===== config.mk =====
export PLATFORM = sky130hd
export DESIGN_NAME = rbsfh_ram
export DESIGN_NICKNAME = d
export VERILOG_FILES = /design/src/rtl/rbsfh_ram.sv
export SDC_FILE = /design/constraint.sdc
export NUM_CORES = 1
export LEC_CHECK = 0
export BUFFER_PORTS_ARGS = -buffer_cell sky130_fd_sc_hd__buf_2
export CORE_UTILIZATION = 50
export CTS_BUF_LIST = sky130_fd_sc_hd__clkbuf_4
export DETAILED_ROUTE_END_ITERATION = 8
export PLACE_DENSITY = 0.75
export SYNTH_ARGS = -nofsm -noshare
export SYNTH_HDL_FRONTEND = slang
export SYNTH_SLANG_ARGS = --single-unit

===== constraint.sdc =====
create_clock -name clk_i -period 4.44 [get_ports clk_i]
set_input_delay 1.11 -clock clk_i [delete_from_list [all_inputs] [get_ports clk_i]]
set_output_delay 1.11 -clock clk_i [all_outputs]
set_load 0.01 [all_outputs]

===== src/rtl/rbsfh_ram.sv =====
// Generic single-port RAM, registered read.
// No dependencies.
module rbsfh_ram #(
  parameter int unsigned Width = 8,
  parameter int unsigned Depth = 16,
  parameter int unsigned AddrW = (Depth > 1) ? $clog2(Depth) : 1
) (
  input  logic             clk_i,
  input  logic             we_i,
  input  logic [AddrW-1:0] addr_i,
  input  logic [Width-1:0] wdata_i,
  output logic [Width-1:0] rdata_o
);

  logic [Width-1:0] mem [Depth];

  always_ff @(posedge clk_i) begin
    if (we_i) mem[addr_i] <= wdata_i;
    rdata_o <= mem[addr_i];
  end

endmodule


# [Word-level counts from Yosys, hierarchy flattened]
# Memory sizes are Yosys's and may differ from the RTL's. A register that Yosys moved wholly into a read port is not among the register bits.
# Index checks and enable logic that the tools add are counted.
# Widths: inputs -> output; s select.
[op_classes] add_sub_neg=0 mul=0 div=0 n_lt_le_gt_ge=0 n_eq_ne=0 shift=0 n_mux=2 n_bitwise=0 n_reduce_logical=0
[ops] operator="$mux 1" n=2
[word_totals] regBits=0 latchBits=0 ram_bits=128 romBits=0 in_bits=14 output_inout_bits=8 elab_cells=3 memories=1
[mem_list] memory="mem" depth=16 width=8 rd=1 rd_ports_with_merged_regs=1 wr=1 line_no="15" rtl="logic [Width-1:0] mem [Depth];"

# [Depth between registers and ports, before layout]
[logic_depth] word_depth=2 mapped_depth=5 mapped_depth_nobuf=3

# [Worst setup path before layout]
# OpenSTA, ideal clock, no wires.
[synth_timing] kind="input to register" start="input port addr_i[2]" end="memory mem[0][0], enable pin" setup_ns=0.383 arrival_time_ns=2.220 t_required_ns=4.057 path_slack_ns=1.837 cell_stages=2 n_path_buf=0 path_cell_list="or3b_2 > nor3_1"
[synth_rtl] element="start: declaration" line_no="10" rtl="input logic [AddrW-1:0] addr_i,"
[synth_rtl] element="end: declaration" line_no="15"
# Straight into the memory's write port.

==> results_dict.tcl <==
set metrics [dict create \
    num_io_pins 22 \
    worst_case_hold_slack_ns 0.6790 \
    power.density_mw_per_mm2 428.8 \
    yosys.cell_types.count 18 \
    reg2reg_launch_point "mem[2][6]" \
    grt_max_degree 40 \
    clk_transition_reported_paths_ns 0.12 \
    die_area_sq_mm 0.01054 \
    required_ns 4.83 \
    postSynth.asyncResetShare_pct 0 \
    slew_hr_pct 33.64 \
    final_cycle_utilization_of_the_critical_path_pct 61.70 \
    power_leakage_nw 1.792 \
    cts_tree "done" \
    first_global_vias 2379 \
    numClockSinks 136 \
    wirelength_met1_microns 3545 \
    port_buffers 21 \
    wl_met3_microns 620 \
    areaGrowthSynthToFinish_pct 10.91 \
    worst_reg2reg_setup_slack_ns 3.01 \
    route.vias.total 2336 \
    starting_density_of_the_core_pct 51.61 \
    number_of_rows_created_at_floorplan 36 \
    fp.dieH_microns 102.7 \
    outcome "finished, final reports clean" \
    final_design_area_no_fill_sq_mm 0.005620 \
    route.final.wire_length_microns 9137 \
    cts_hold_repair.buffers 0 \
    postSynthCellCount 230 \
    fillerInstances 749 \
    finalMaxSlewViolations 0 \
    critPathMaxFanout 31 \
    final_hold_violation_count 0 \
    top_layer "met4" \
    layout-drive-gt1-share_pct 32.49 \
    track_usage_pct 19.22 \
    timing.max_cap.violations 0 \
    routed-wl-met2_microns 4825 \
    power.ir.vdd_worst_v 0.0001794 \
    hold_start "mem[14][7]" \
    clockBufferDepth 2 \
    post_detailed_route_wirelength_per_cell_microns 22.29 \
    criticalPathCategory "primary input to flip-flop" \
    worst_ep_arrival_time_ns 3.13 \
    fin_worst_skew_ns 0.01214 \
    insertion_delay_ns 0.50 \
    detailedRoute.firstIterationViolations 167 \
    netlist.area_leader.share_pct 75.85 \
    library_cell_with_the_highest_instance_count_after_synthesis "sky130_fd_sc_hd__edfxtp_1" \
    n_antenna_cell 0 \
    routabilityCongestion 0.8459 \
    vias_per_cell 5.698 \
    grt_first_pass_wirelength_microns 13540 \
    htreeDepth 4 \
    synth.net_count 244 \
    synth_top_cells_by_area "sky130_fd_sc_hd__edfxtp_1 76%, sky130_fd_sc_hd__mux4_2 14%, sky130_fd_sc_hd__dfxtp_1 3.2%, sky130_fd_sc_hd__a22oi_1 2.4%, sky130_fd_sc_hd__nor2_1 0.96%" \
    core_area_sq_mm 0.009819 \
    die_span_x_microns 102.7 \
    critPathLaunchType "primary input" \
    number_of_antenna_violations_at_the_first_check_in_global_routing 0 \
    placed_cell_area_sq_mm 0.005316 \
    sequential_fraction_of_the_synthesis_area_pct 79.01 \
    yosysTopAreaCell "sky130_fd_sc_hd__edfxtp_1" \
    final.min_clock_period_ns 2.740 \
    finalSetupViolations 0 \
    cp-end-kind "flip-flop" \
    rsz0062_at_grt "no" \
    post_route_drc 0 \
    synth_enable_flop_cells 128 \
    overflow 0 \
    cts_buffers 17 \
    postLayoutSetupSlackWorst_ns 1.700 \
    cts_post_setup_buffers_inserted 0 \
    avgSynthCellArea_sq_um 22.03 \
    place_worst_setup_slack_ns 1.155 \
    antenna_left 0 \
    worst_hold_path_type "flip-flop to flip-flop" \
    max_freq_mhz 365.0 \
    cp-startpoint "addr_i[0]" \
    clockRootBuffer "sky130_fd_sc_hd__clkbuf_4" \
    cts_resized 0 \
    final_net_count 278 \
    synthesis.yosys.warnings 0 \
    synth_top_flop_cell "sky130_fd_sc_hd__edfxtp_1" \
    final.setup.tns_ns 0 \
    yosys_register_bits 136 \
    synthesis.area_sq_mm 0.005067 \
    dp_hpwl_microns 5771 \
    drt_first_pass_iters 4 \
    yosys-top-cells-count "128 x sky130_fd_sc_hd__edfxtp_1, 32 x sky130_fd_sc_hd__mux4_2, 16 x sky130_fd_sc_hd__a22oi_1" \
    tightestPinTransition_ns 0.9954 \
]
## worst max-delay path: stages
cell and delay, ns:
sky130_fd_sc_hd__buf_2 0.74, sky130_fd_sc_hd__buf_4 0.37, sky130_fd_sc_hd__mux4_2 0.53, sky130_fd_sc_hd__a22oi_1 0.28, sky130_fd_sc_hd__nand2_1 0.08
## registers in the layout (all words and copies together), names as in the netlist
signal and flops:
mem 128, rdata_o 8
## logic make-up (layout without fill, tap and decap cells)
| logic type | count (synthesis) | after routing | share of synthesized area [%] |
|---|---|---|---|
| DFF | 136 | 136 | 79.01 |
| AOI/OAI and AO/OA | 16 | 16 | 2.370 |
| buffers and inverters | 11 | 58 | 1.185 |
| muxes | 32 | 32 | 14.22 |
| and+or+nand+nor | 35 | 35 | 3.210 |
## report_power, final
group	switching, mW	internal [mW]	total (mW)
clock network	0.444	0.392	0.836
logic	0.0793	0.0525	0.132
registers	0.00903	1.43	1.44
total	0.533	1.88	2.41
## layer usage
metal / vias up / GRT usage, %
met1: 1205 / 24.01
met2: 84 / 31.69
li1: 1036 / -
met3: 11 / 5.153
met5: - / 0
met4: 0 / 8.681
## layout by cell type (no fill, tap or decap), types with 2 or more instances in the layout
cell type / Yosys / routed
sky130_fd_sc_hd__edfxtp_1: 128 / 128
sky130_fd_sc_hd__mux4_2: 32 / 32
sky130_fd_sc_hd__buf_2: 2 / 21
sky130_fd_sc_hd__clkbuf_4: 0 / 17
sky130_fd_sc_hd__a22oi_1: 16 / 16
sky130_fd_sc_hd__nor2_1: 13 / 13
sky130_fd_sc_hd__nand2_1: 9 / 9
sky130_fd_sc_hd__dfxtp_1: 8 / 8
sky130_fd_sc_hd__clkinvlp_4: 0 / 5
sky130_fd_sc_hd__buf_4: 0 / 5
sky130_fd_sc_hd__nor3_1: 4 / 4
sky130_fd_sc_hd__bufinv_16: 0 / 3
sky130_fd_sc_hd__inv_6: 0 / 3
sky130_fd_sc_hd__nor2b_1: 2 / 2
sky130_fd_sc_hd__nand3b_1: 2 / 2
sky130_fd_sc_hd__nand2b_1: 2 / 2
sky130_fd_sc_hd__clkinv_2: 0 / 2
## worst paths after layout
check,end,depth (start not counted)
max,rdata_o[3],5
min reg2reg,rdata_o[7],3
max reg2reg,rdata_o[6],3
min,rdata_o[7],3
## layout make-up
class | instances | area (sq um) | area share [%]
multi-input combinational | 83 | 1003 | 17.85
clock inverter | 15 | 176.4 | 3.139
sequential | 136 | 4004 | 71.24
tap | 133 | 166.4 | 2.961
clock buffer | 17 | 127.6 | 2.271
timing repair buffer | 26 | 142.6 | 2.538
## metrics by stage
| step | instances | power (mW) | util (%) |
|---|---|---|---|
| floorplan | 230 | 1.546 | - |
| global placement | 378 | 1.600 | 54.14 |
| detailed placement | 378 | 1.604 | 54.14 |
| CTS | 410 | 2.429 | 57.24 |
| global route | 410 | 2.493 | 57.24 |
| finish | 410 | 2.410 | 57.24 |
(Power assumes the default switching activity.)
